===== config.mk =====
export PLATFORM = sky130hd
export DESIGN_NAME = ahist_ctrl
export DESIGN_NICKNAME = d
export VERILOG_FILES = /design/src/hdl/ahist_pkg.sv /design/src/hdl/ahist_ctrl.sv
export SDC_FILE = /design/constraint.sdc
export NUM_CORES = 1
export LEC_CHECK = 0
export ABC_AREA = 1
export BUFFER_PORTS_ARGS = -buffer_cell sky130_fd_sc_hd__buf_4
export CORE_MARGIN = 2
export CORE_UTILIZATION = 45
export CTS_CLUSTER_DIAMETER = 120
export DETAILED_ROUTE_END_ITERATION = 7
export MAX_ROUTING_LAYER = met4
export PLACE_DENSITY = 0.79
export SLEW_MARGIN = 20
export SYNTH_ARGS = -nofsm -noshare
export SYNTH_HDL_FRONTEND = slang
export SYNTH_SLANG_ARGS = --single-unit

===== constraint.sdc =====
create_clock -name clk -period 1.7 [get_ports clk]
set_input_delay 0.17 -clock clk [delete_from_list [all_inputs] [get_ports clk]]
set_output_delay 0.17 -clock clk [all_outputs]
set_load 0.02 [all_outputs]

===== src/hdl/ahist_pkg.sv =====
// Package of the auto-ranging histogram: types, codes and reset constants.
`default_nettype none

package ahist_pkg;

  // Default sizes of the bin store and the history store.
  localparam int MAX_BINS_DEF   = 64;
  localparam int TUNE_DEPTH_DEF = 8192;

  // Fixed field widths.
  localparam int BIN_IDX_W = 6;
  localparam int DIV_W     = 33;

  // Register values after reset.
  localparam int RST_BUCKETS = 30;
  localparam int RST_TUNE    = 5000;
  localparam int RST_LOWER   = 0;
  localparam int RST_UPPER   = 1;

  // Operation codes of an input word.
  localparam logic [1:0] OP_ADD   = 2'd0;
  localparam logic [1:0] OP_CLEAR = 2'd1;
  localparam logic [1:0] OP_DUMP  = 2'd2;

  // Register indexes of the configuration port.
  localparam logic [1:0] REG_BUCKETS = 2'd0;
  localparam logic [1:0] REG_TUNE    = 2'd1;
  localparam logic [1:0] REG_LOWER   = 2'd2;
  localparam logic [1:0] REG_UPPER   = 2'd3;

  typedef struct packed {
    logic [1:0]         op;
    logic signed [31:0] sample;
  } in_word_t;

  typedef struct packed {
    logic [5:0]         bin_index;
    logic [31:0]        bin_hits;
    logic [31:0]        below_hits;
    logic [31:0]        above_hits;
    logic signed [31:0] least_seen;
    logic signed [31:0] most_seen;
    logic signed [63:0] sample_total;
    logic [31:0]        sample_tally;
    logic signed [31:0] range_base;
    logic [32:0]        bin_span;
    logic               tuning_active;
    logic               last_item;
  } out_word_t;

  typedef enum logic [3:0] {
    S_IDLE,
    S_CFG,
    S_DECIDE,
    S_BOUNDS,
    S_HIST_RD,
    S_HIST_LD,
    S_CLASSIFY,
    S_DIVIDE,
    S_BIN_RD,
    S_BIN_WR,
    S_DUMP_RD,
    S_DUMP_EMIT
  } state_t;

  // Commands from the controller to the datapath.
  typedef struct packed {
    logic take;
    logic reinit;
    logic bnd_start_cfg;
    logic bnd_start_tune;
    logic bnd_load;
    logic hist_first;
    logic hist_next;
    logic load_v_hist;
    logic div_start_bin;
    logic below_inc;
    logic above_inc;
    logic addr_zero;
    logic addr_q;
    logic bin_write;
    logic dump_first;
    logic emit;
    logic bins_clear;
    logic tune_end;
  } cmd_t;

  // Status from the datapath to the controller.
  typedef struct packed {
    logic [1:0] op;
    logic       tuning;
    logic       tune_hit;
    logic       hist_empty;
    logic       hist_last;
    logic       off_neg;
    logic       neg_below;
    logic       div_done;
    logic       q_over;
    logic       dump_last;
    logic       out_free;
  } stat_t;

endpackage

`default_nettype wire


===== src/hdl/ahist_ctrl.sv =====
// Controller state machine of the histogram: sequences binning, ranging and dumps.
`default_nettype none

module ahist_ctrl (
  input  wire logic             clk,
  input  wire logic             rst_n,
  input  wire logic             in_valid,
  input  wire logic [1:0]       in_op,
  input  wire logic             cfg_valid,
  input  wire ahist_pkg::stat_t stat,
  output logic                  in_stall,
  output logic                  cfg_ready,
  output ahist_pkg::cmd_t       cmd
);

  ahist_pkg::state_t state_r, state_nxt;
  logic hist_mode_r, hist_mode_nxt;
  logic dump_mode_r, dump_mode_nxt;
  logic take;
  logic bin_done;
  logic finish;

  // Shared decode of the handshake and of the end of one binning.
  assign take = (state_r == ahist_pkg::S_IDLE) && in_valid && !cfg_valid;
  assign bin_done = ((state_r == ahist_pkg::S_CLASSIFY) && stat.off_neg && stat.neg_below)
                 || ((state_r == ahist_pkg::S_DIVIDE) && stat.div_done && stat.q_over)
                 || (state_r == ahist_pkg::S_BIN_WR);
  assign finish = (bin_done && hist_mode_r && stat.hist_last)
               || ((state_r == ahist_pkg::S_BOUNDS) && stat.div_done && hist_mode_r
                   && stat.hist_empty);

  // Next state.
  always_comb begin
    state_nxt = state_r;
    unique case (state_r)
      ahist_pkg::S_IDLE: begin
        if (cfg_valid) begin
          state_nxt = ahist_pkg::S_CFG;
        end else if (in_valid && (in_op == ahist_pkg::OP_ADD || in_op == ahist_pkg::OP_DUMP)) begin
          state_nxt = ahist_pkg::S_DECIDE;
        end
      end
      ahist_pkg::S_CFG: state_nxt = ahist_pkg::S_BOUNDS;
      ahist_pkg::S_DECIDE: begin
        if (stat.op == ahist_pkg::OP_ADD) begin
          if (!stat.tuning) begin
            state_nxt = ahist_pkg::S_CLASSIFY;
          end else if (stat.tune_hit) begin
            state_nxt = ahist_pkg::S_BOUNDS;
          end else begin
            state_nxt = ahist_pkg::S_IDLE;
          end
        end else if (stat.tuning) begin
          state_nxt = ahist_pkg::S_BOUNDS;
        end else begin
          state_nxt = ahist_pkg::S_DUMP_RD;
        end
      end
      ahist_pkg::S_BOUNDS: begin
        if (stat.div_done) begin
          if (!hist_mode_r) begin
            state_nxt = ahist_pkg::S_IDLE;
          end else if (stat.hist_empty) begin
            state_nxt = dump_mode_r ? ahist_pkg::S_DUMP_RD : ahist_pkg::S_IDLE;
          end else begin
            state_nxt = ahist_pkg::S_HIST_RD;
          end
        end
      end
      ahist_pkg::S_HIST_RD: state_nxt = ahist_pkg::S_HIST_LD;
      ahist_pkg::S_HIST_LD: state_nxt = ahist_pkg::S_CLASSIFY;
      ahist_pkg::S_CLASSIFY: begin
        if (!stat.off_neg) begin
          state_nxt = ahist_pkg::S_DIVIDE;
        end else if (!stat.neg_below) begin
          state_nxt = ahist_pkg::S_BIN_RD;
        end
      end
      ahist_pkg::S_DIVIDE: begin
        if (stat.div_done && !stat.q_over) begin
          state_nxt = ahist_pkg::S_BIN_RD;
        end
      end
      ahist_pkg::S_BIN_RD: state_nxt = ahist_pkg::S_BIN_WR;
      ahist_pkg::S_BIN_WR: state_nxt = ahist_pkg::S_IDLE;
      ahist_pkg::S_DUMP_RD: state_nxt = ahist_pkg::S_DUMP_EMIT;
      ahist_pkg::S_DUMP_EMIT: begin
        if (stat.out_free) begin
          state_nxt = stat.dump_last ? ahist_pkg::S_IDLE : ahist_pkg::S_DUMP_RD;
        end
      end
      default: state_nxt = ahist_pkg::S_IDLE;
    endcase
    // The end of a binning returns to idle, goes on with the history walk or finishes it.
    if (bin_done) begin
      if (!hist_mode_r) begin
        state_nxt = ahist_pkg::S_IDLE;
      end else if (!stat.hist_last) begin
        state_nxt = ahist_pkg::S_HIST_RD;
      end else begin
        state_nxt = dump_mode_r ? ahist_pkg::S_DUMP_RD : ahist_pkg::S_IDLE;
      end
    end
  end

  // Commands and mode flags.
  always_comb begin
    cmd           = '0;
    hist_mode_nxt = hist_mode_r;
    dump_mode_nxt = dump_mode_r;
    in_stall      = (state_r != ahist_pkg::S_IDLE) || cfg_valid;
    cfg_ready     = (state_r == ahist_pkg::S_IDLE);
    cmd.take      = take;
    unique case (state_r)
      ahist_pkg::S_CFG: begin
        cmd.reinit        = 1'b1;
        cmd.bnd_start_cfg = 1'b1;
        hist_mode_nxt     = 1'b0;
        dump_mode_nxt     = 1'b0;
      end
      ahist_pkg::S_DECIDE: begin
        hist_mode_nxt = 1'b0;
        dump_mode_nxt = (stat.op == ahist_pkg::OP_DUMP);
        if (stat.tuning && (stat.op == ahist_pkg::OP_DUMP || stat.tune_hit)) begin
          cmd.bnd_start_tune = 1'b1;
          hist_mode_nxt      = 1'b1;
        end else if (!stat.tuning && stat.op == ahist_pkg::OP_DUMP) begin
          cmd.dump_first = 1'b1;
        end
      end
      ahist_pkg::S_BOUNDS: begin
        if (stat.div_done) begin
          cmd.bnd_load   = 1'b1;
          cmd.hist_first = hist_mode_r;
        end
      end
      ahist_pkg::S_HIST_LD: cmd.load_v_hist = 1'b1;
      ahist_pkg::S_CLASSIFY: begin
        if (!stat.off_neg) begin
          cmd.div_start_bin = 1'b1;
        end else if (stat.neg_below) begin
          cmd.below_inc = 1'b1;
        end else begin
          cmd.addr_zero = 1'b1;
        end
      end
      ahist_pkg::S_DIVIDE: begin
        if (stat.div_done) begin
          cmd.above_inc = stat.q_over;
          cmd.addr_q    = !stat.q_over;
        end
      end
      ahist_pkg::S_BIN_WR: cmd.bin_write = 1'b1;
      ahist_pkg::S_DUMP_EMIT: begin
        if (stat.out_free) begin
          cmd.emit       = 1'b1;
          cmd.bins_clear = stat.dump_last && stat.tuning;
        end
      end
      default: ;
    endcase
    // Walk on through the history, or close the walk.
    cmd.hist_next = bin_done && hist_mode_r && !stat.hist_last;
    if (finish) begin
      cmd.dump_first = dump_mode_r;
      cmd.tune_end   = !dump_mode_r;
    end
  end

  // State registers.
  always_ff @(posedge clk) begin
    if (!rst_n) begin
      state_r     <= ahist_pkg::S_IDLE;
      hist_mode_r <= 1'b0;
      dump_mode_r <= 1'b0;
    end else begin
      state_r     <= state_nxt;
      hist_mode_r <= hist_mode_nxt;
      dump_mode_r <= dump_mode_nxt;
    end
  end

endmodule

`default_nettype wire


==> reports/results.txt, run 1 <==
status = complete, but fails checks
violated checks = setup timing
FMAX = 0.584 GHz
hold violation total from the final report = 0
drt pass-1 iters = 4
total global routing overflow = 0
# IOs = 38
synth warn = 0
RSZ-0062 raised after global routing = true
post-synthesis sequential area ratio = 15.8%
GPL Wtd Cong = 0.873
Post-synth ARST share = 0%
share of the synthesized area in the top cell type = 20.8%
DRT antenna net count = 0
Max Cap Viol = 0
Final WS setup = -0.0119 ns
Die X = 45.1 µm
register area = 133 µm²
Power Total = 0.00152 W
post-route design area = 0.00116 mm²
number of global-route vias before repair = 934
P&R area growth vs syn = 53.6%
Fillers = 137
first-pass GRT wire length = 3.52 mm
layout cell share with drive strength beyond 1 = 37.5%
row count = 14
Cell variety after synth = 20
DR vias = 1058
CTS H-tree depth = 1
area leader, netlist = nand2_1
Placed Area = 0.00103 mm²
PD cells = 1310 mW/mm²
worst min path class = in -> reg
CTS tree = built
clock root buffer = clkbuf_4
number of synthesized register bits = 6
crit path capture type = output port
CP delay by family, top = simple AND/OR/NAND/NOR gates
Final Util = 75.6%
CP Data Required Time = 1.53 ns
Vias/cell = 5.09
Layout Nets = 212
Clock Skews = 0.00470 ns
buffer and inverter count on the worst path = 1
Slowest-stage cell, CP = dfxtp_4
count leader, synth = nand2_1
I/O Buffers = 36
synthesized area = 758 µm²
slowest stage delay, CP = 0.36 ns
worst skew pair latency = 0.25 ns
CP max FO = 6
crit path time final = 1.71 ns
Least-Margin Pin Slew = 0.276 ns
Clk pin slew, worst setup/hold paths = 0.05 ns
Synth Area per Inst = 5.02 µm²
Worst slew margin = 81.5%
initial antenna violation count = 0
n_diodes = 0
CP arrival = 1.54 ns
starting density of the core = 49.2%
post-place setup slack = 0.154 ns
CTS max path bufs = 2
setup TNS = -0.0119 ns
final setup violation count = 1
Synth Flop Type = dfxtp_1
GRT Total Usage = 24.0%
Die H = 45.1 µm
Core ar. = 0.00154 mm²
Post-Syn Nets = 169
crit path cell chain = nor2_4, nand2_2, nor3_4, nand2_2, nand2_1, nand2_1, o21ai_1, buf_4
Synth area leaders = nand2_1, nor2_1, dfxtp_1
Multi-input gate area = 564 µm²
post-detailed-routing wire length = 2.37 mm
CTS Buf Count = 3
synth cell count leaders = nand2_1, nor2_1, inv_1
Synth Instances = 151
die area = 0.00203 mm²
period utilization = 101%
largest net degree at the start of global routing = 8
DRC violations left = 0
dpl hpwl = 1.73 mm
startpoint types = register
Slew Limit Fails = 0
initial detailed-routing violation count = 35
Post-synth EDFFs = 0
Max VDD drop = 0.987 mV
Setup CP Type = reg -> out
Leak = 0.711 nW
Clock Sinks = 6
post-DR wirelength/cell = 11.4 µm
## path summary, 6_finish.rpt
kind                     from     endpoint  slack (ns)  cells past startpoint
setup reg to reg   state_r[1]   state_r[3]        0.19                     11
hold reg to reg   dump_mode_r  dump_mode_r        0.51                      2
setup / recovery   state_r[3]       cmd[3]       -0.01                      8
hold / removal          rst_n  hist_mode_r        0.21                      3
## cells in the final DEF, fill, tap and decap left out, types with 2 or more instances in the layout
| cell type | count |
|---|---|
| nand3_1 | 9 |
| dfxtp_4 | 3 |
| nand2_1 | 36 |
| nor2_4 | 4 |
| dfxtp_1 | 2 |
| inv_2 | 2 |
| nor2_1 | 34 |
| a21oi_1 | 6 |
| nand3_2 | 2 |
| buf_4 | 41 |
| inv_4 | 2 |
| nand2_2 | 8 |
| clkbuf_4 | 3 |
| inv_1 | 26 |
## metal layers
metal / vias up / part of all wire [%] / GRT usage, %
met3: 7 / 8.7 / 4.40
met4: 0 / 1.3 / 7.06
met5: - / 0 / -
met1: 461 / 38 / 27.0
li1: 535 / - / -
met2: 55 / 52 / 42.9
## logic make-up (layout without fill, tap and decap cells)
kind of cell    count (synthesis)  count (layout)  share of synthesized area (%)
buf+inv                        33              74                           17.8
simple gates                  102             102                           59.1
compound gates                 10              10                           7.26
flops                           6               6                           15.8
## cell type report
class | instances | share of cell area (%)
multi-input combinational | 112 | 48.4
sequential | 6 | 11.4
timing repair buffer | 41 | 26.4
tap | 16 | 1.72
inverter | 30 | 10.1
clock buffer | 3 | 1.93
## repair_timing
action / 4_1_cts / 5_1_grt
pin swaps: 2 / 8
gates resized for setup: 10 / 17
setup endpoints to repair: 2 / 4
hold buffers: 0 / 0
buffers inserted: 3 / 2
## power breakdown
group,total [W],switching (W),internal [W]
combinational,0.00109,0.000673,0.000414
clock,0.000134,0.0000543,0.0000801
sequential,0.000303,0.0000906,0.000213
total,0.00152,0.000818,0.000707
## worst reg2reg max path, stage by stage, from the launching register on
cell and delay, ns:
dfxtp_4 0.36, nand2_2 0.10, inv_2 0.06, buf_4 0.14, nand2_1 0.11, nor2_1 0.05, nor2_1 0.16, nand2_2 0.10
nand2_2 0.07, nand2_1 0.06, nor2_1 0.11, nor2_1 0.06
## sequential cells by signal (all words and copies together) (netlist names)
register,flops
state_r,4
dump_mode_r,1
hist_mode_r,1
## metrics by stage
stage | cells | hold slack (ns)
after global routing | 208 | 0.230
after floorplan | 151 | 0.296
final | 208 | 0.209
after CTS | 206 | 0.194
after global placement | 200 | 0.448
after detailed placement | 200 | 0.452
(Power assumes the default switching activity.)
==> inputs of run 2 (changes only) <==
--- a/config.mk
+++ b/config.mk
@@ -6,7 +6,7 @@
 export NUM_CORES = 1
 export LEC_CHECK = 0
 export ABC_AREA = 1
-export BUFFER_PORTS_ARGS = -buffer_cell sky130_fd_sc_hd__buf_4
+export BUFFER_PORTS_ARGS = -buffer_cell sky130_fd_sc_hd__buf_2
 export CORE_MARGIN = 2
 export CORE_UTILIZATION = 45
 export CTS_CLUSTER_DIAMETER = 120
==> reports/results.txt, run 2 (synthesis gave the netlist of run 1 again) <==
status = completed
starting density of the core = 49.2% (unchanged)
FMAX = 0.592 GHz (+1.4%)
Max VDD drop = 0.931 mV (-5.7%)
hold path depth = 3 (unchanged)
DRT antenna net count = 0 (unchanged)
reg2reg start = state_r[1]
largest net degree at the start of global routing = 8 (unchanged)
Inst Count DP = 201 (+0.50%)
most frequent cells in the layout = nand2_1, buf_2, nor2_1, inv_1
n_diodes = 0 (unchanged)
CTS tree = built
die area = 0.00203 mm² (unchanged)
Core ar. = 0.00154 mm² (unchanged)
layout cell share with drive strength beyond 1 = 37.6% (+0.13 points)
Die H = 45.1 µm (unchanged)
row count = 14 (unchanged)
crit path capture type = output port
startpoint types = register
period utilization = 99.3% (-1.4 points)
# IOs = 38 (unchanged)
Fillers = 143 (+4.4%)
R2R cell count = 12 (+1)
post-detailed-routing wire length = 2.53 mm (+6.9%)
initial antenna violation count = 0 (unchanged)
Setup CP Type = reg -> out
Final WS setup = 0.0112 ns (+0.0231 ns)
Final Util = 71.3% (-4.3 points)
Die X = 45.1 µm (unchanged)
most used cell, CP = nand2_1
CTS Buf Count = 3 (unchanged)
total global routing overflow = 0 (unchanged)
CTS Hold Buffers Added = 0 (unchanged)
post-DR wirelength/cell = 12.1 µm (+5.9%)
Clk pin slew, worst setup/hold paths = 0.05 ns (about the same)
Hold Startpoint = rst_n
GPL Wtd Cong = 0.911 (+4.4%)
DRC violations left = 0 (unchanged)
DR vias = 1085 (+2.6%)
Slew Limit Fails = 0 (unchanged)
first-pass GRT wire length = 3.55 mm (+0.97%)
post-place setup slack = 0.128 ns (-0.0262 ns)
Finished Layout Cells = 210 (+0.96%)
hold_ws = 0.194 ns (-0.0149 ns)
I/O Buffers = 36 (unchanged)
largest reg by FF count = state_r
Clock Sinks = 6 (unchanged)
Layout Nets = 214 (+0.94%)
crit path cell chain = nand2_4, inv_2, nand2_2, nor3_2, nand2_1, nand2_1, nand2_1, o21ai_1, buf_4
CP Data Required Time = 1.53 ns (about the same)
initial detailed-routing violation count = 39 (+11%)
max reg flops = 4 (unchanged)
RSZ-0062 raised after global routing = true
Largest regs = state_r x4, dump_mode_r x1, hist_mode_r x1
GRT Total Usage = 24.4% (+0.32 points)
P&R area growth vs syn = 44.9%
dpl hpwl = 1.74 mm (+0.61%)
worst skew pair latency = 0.24 ns (about the same)
Clock Skews = 0.00469 ns (-0.00000641 ns)
Placed Area = 943 µm² (-8.0%)
Leak = 0.710 nW (-0.20%)
slowest stage delay, CP = 0.40 ns (+0.04 ns)
FF-to-FF End = state_r[1]
CTS H-tree depth = 1 (unchanged)
Slowest-stage cell, CP = dfxtp_4
PD cells = 1430 mW/mm² (+9.4%)
worst reg2reg setup slack = 0.07 ns (-0.12 ns)
clock root buffer = clkbuf_4
most common cell after layout, fill and taps aside = nand2_1
Worst slew margin = 81.3% (-0.22 points)
drt pass-1 iters = 4 (unchanged)
hold violation total from the final report = 0 (unchanged)
worst min path class = in -> reg
CP arrival = 1.52 ns (-0.02 ns)
CP max FO = 6 (unchanged)
Vias/cell = 5.17 (+1.6%)
register area = 135 µm² (+1.9%)
Max Cap Viol = 0 (unchanged)
Endpoint, Worst Hold = state_r[2]
Least-Margin Pin Slew = 0.278 ns (+0.00143 ns)
number of global-route vias before repair = 902 (-3.4%)
CTS max path bufs = 2 (unchanged)
final setup violation count = 0 (-1)
Multi-input gate area = 561 µm² (-0.67%)
post-route design area = 0.00110 mm² (-5.7%)
crit path time final = 1.69 ns (-0.0231 ns)
[run 2: metrics by stage]
stage	power [W]	TNS [ns]
CTS	0.00140	0
finish	0.00157	0
global route	0.00167	-0.111
detailed placement	0.00113	0
floorplan	0.000930	0
global placement	0.00112	0
[run 2: critical path: cells and delay by family, from the launching register on]
family                 cells  cell delay [ns]
DFF                        1             0.40
and+or+nand+nor            6             0.56
buffers and inverters      2             0.23
AOI/OAI and AO/OA          1             0.08
[run 2: power by group]
part | internal [W] | switching [W]
registers | 0.000216 | 0.000105
logic | 0.000409 | 0.000706
clock network | 0.0000802 | 0.0000561
total | 0.000706 | 0.000867
[run 2: area by class of cell]
type	instances	share of cell area, %
multi-input combinational	112	51.0
timing repair buffer	43	21.6
sequential	6	12.3
inverter	30	11.2
clock buffer	3	2.05
tap	16	1.82
[run 2: repair_timing]
item,CTS,global route
setup buffers,3,3
pin swaps,2,5
gates resized for setup,15,17
hold endpoints to repair,0,0
endpoints found under the setup margin,2,3
[run 2: how the worst max path moves through the flow]
stage,startpoint,to,slack [ns],cells after the start
detailed placement,state_r[0],cmd[3],0.13,10
global route,state_r[1],cmd[3],-0.09,9
finish,state_r[1],cmd[3],0.01,9
global placement,state_r[1],cmd[3],0.17,9
floorplan,state_r[1],cmd[0],0.03,6
CTS,state_r[3],cmd[3],0.0003,10
[run 2: layer usage]
metal	share of wire (%)	wire [µm]	global-route usage, %
met3	6.8	172	3.60
met2	49	1240	41.1
met5	0	0	-
met1	41	1040	28.4
met4	3.2	81	10.6
==> inputs of run 3 (changes only) <==
--- a/config.mk
+++ b/config.mk
@@ -8,11 +8,12 @@
 export ABC_AREA = 1
 export BUFFER_PORTS_ARGS = -buffer_cell sky130_fd_sc_hd__buf_2
 export CORE_MARGIN = 2
-export CORE_UTILIZATION = 45
+export CORE_UTILIZATION = 40
 export CTS_CLUSTER_DIAMETER = 120
 export DETAILED_ROUTE_END_ITERATION = 7
 export MAX_ROUTING_LAYER = met4
-export PLACE_DENSITY = 0.79
+export PLACE_DENSITY = 0.74
+export RECOVER_POWER = 50
 export SLEW_MARGIN = 20
 export SYNTH_ARGS = -nofsm -noshare
 export SYNTH_HDL_FRONTEND = slang
==> constraint.sdc (replaced) <==
create_clock -name clk -period 1.4 [get_ports clk]
set_input_delay 0.14 -clock clk [delete_from_list [all_inputs] [get_ports clk]]
set_output_delay 0.14 -clock clk [all_outputs]
set_load 0.02 [all_outputs]
==> reports/results.txt, run 3 (synthesis gave the netlist of run 1 again) <==
n_diodes = 0 (unchanged)
die area = 0.00226 mm² (+11%)
CTS max path bufs = 2 (unchanged)
Largest regs = state_r x4, dump_mode_r x1, hist_mode_r x1
row count = 15 (+1)
CTS H-tree depth = 1 (unchanged)
P&R area growth vs syn = 85.6%
CP delay by family, top = simple AND/OR/NAND/NOR gates
total global routing overflow = 0 (unchanged)
Slew Limit Fails = 0 (unchanged)
Final Util = 79.8% (+8.5 points)
buffer and inverter count on the worst path = 2 (unchanged)
CP arrival = 1.47 ns (-0.05 ns)
slowest stage delay, CP = 0.33 ns (-0.07 ns)
Worst slew margin = 82.2% (+0.92 points)
first-pass GRT wire length = 4.01 mm (+13%)
starting density of the core = 43.0% (-6.2 points)
post-detailed-routing wire length = 3.03 mm (+20%)
worst skew pair latency = 0.25 ns (about the same)
GPL Wtd Cong = 0.904 (-0.82%)
Multi-input gate area = 668 µm² (+19%)
initial detailed-routing violation count = 32 (-18%)
crit path cell chain = inv_2, nand2_2, nor2_4, nand2_2, nand3_4, nand3_4, nand2_1, nand2_2, o21ai_4, buf_6
largest net degree at the start of global routing = 6 (-2)
Fillers = 141 (-1.4%)
Inst Count DP = 227 (+13%)
dpl hpwl = 2.01 mm (+15%)
clock root buffer = clkbuf_4
I/O Buffers = 36 (unchanged)
most common cell after layout, fill and taps aside = nor2_1
Finished Layout Cells = 235 (+12%)
violated checks = setup timing
largest reg by FF count = state_r
DRT antenna net count = 0 (unchanged)
Die X = 47.5 µm (+5.5%)
worst min path class = in -> reg
layout cell share with drive strength beyond 1 = 51.4% (+14 points)
Clock Skews = 0.00735 ns (+0.00265 ns)
number of global-route vias before repair = 1001 (+11%)
# IOs = 38 (unchanged)
Core ar. = 0.00176 mm² (+14%)
most frequent cells in the layout = nor2_1, nand2_1, buf_4, inv_1, buf_2
post-DR wirelength/cell = 12.9 µm (+6.9%)
Layout Nets = 230 (+7.5%)
Final WS setup = -0.209 ns (-0.220 ns)
Max VDD drop = 1.27 mV (+37%)
crit path capture type = output port
CP Data Required Time = 1.26 ns (-0.27 ns)
GRT Total Usage = 26.1% (+1.7 points)
most used cell, CP = nand2_2
Die H = 47.5 µm (+5.5%)
CTS tree = built
Clock Sinks = 6 (unchanged)
Leak = 0.806 nW (+14%)
period utilization = 115%
initial antenna violation count = 0 (unchanged)
register area = 133 µm² (-1.9%)
FMAX = 0.622 GHz
max reg flops = 4 (unchanged)
final setup violation count = 16 (+16)
DR vias = 1193 (+10%)
Clk pin slew, worst setup/hold paths = 0.04 ns (about the same)
hold_ws = 0.150 ns (-0.0442 ns)
CP max FO = 3 (-3)
Max Cap Viol = 0 (unchanged)
hold violation total from the final report = 0 (unchanged)
PD cells = 1630 mW/mm² (+14%)
Slowest-stage cell, CP = dfxtp_2
drt pass-1 iters = 4 (unchanged)
startpoint types = register
DRC violations left = 0 (unchanged)
Setup CP Type = reg -> out
Vias/cell = 5.08 (-1.7%)
Least-Margin Pin Slew = 0.264 ns (-0.0137 ns)
crit path time final = 1.61 ns
status = complete, but fails checks
RSZ-0062 raised after global routing = true
CTS Buf Count = 3 (unchanged)
run 3: per-layer routing:
layer / part of all wire [%] / GRT usage, % / vias to the layer above
li1: - / - / 578
met1: 41 / 30.2 / 548
met2: 52 / 45.1 / 61
met3: 4.9 / 1.13 / 6
met4: 1.8 / 14.1 / 0
met5: 0 / - / -
run 3: power breakdown:
group	internal, W	switching, W
Combinational	0.000756	0.00101
Sequential	0.000258	0.0000939
Clock	0.0000976	0.0000714
run 3: layout make-up:
type | count | share of cell area, %
multi-input cells | 112 | 47.5
well taps | 25 | 2.22
flip-flops and latches | 6 | 9.42
clock buffers | 3 | 1.60
repair buffers | 59 | 30.9
inverters | 30 | 8.36
run 3: through the flow:
stage               total power (W)  instance area, µm²  TNS (ns)  worst slack (ns)
floorplan                   0.00116                 803         0           0.00288
global placement            0.00160                1130   -0.0602           -0.0602
detailed placement          0.00163                1130    -0.155            -0.128
CTS                         0.00193                1260     -1.49            -0.217
global route                0.00245                1410     -2.97            -0.289
finish                      0.00229                1410     -1.78            -0.209
run 3: what timing repair did:
action,in CTS,in global routing
pin swaps,7,7
setup buffers,2,4
hold buffers,0,0
gates cloned,0,0
endpoints found under the hold margin,0,0
gates resized for setup,28,40
setup endpoints to repair,14,22
run 3: path summary, 6_finish.rpt:
check,from,end,slack [ns],depth (start not counted)
worst min register to register,dump_mode_r,dump_mode_r,0.57,2
worst max-delay path,state_r[0],cmd[3],-0.21,10
worst min-delay path,rst_n,state_r[3],0.15,3
worst max register to register,state_r[1],state_r[3],-0.08,10
run 3: tightest hold or removal path: cells and delay by family:
kind	cells	cell delay, ns
buf+inv	1	0.12
simple gates	2	0.10
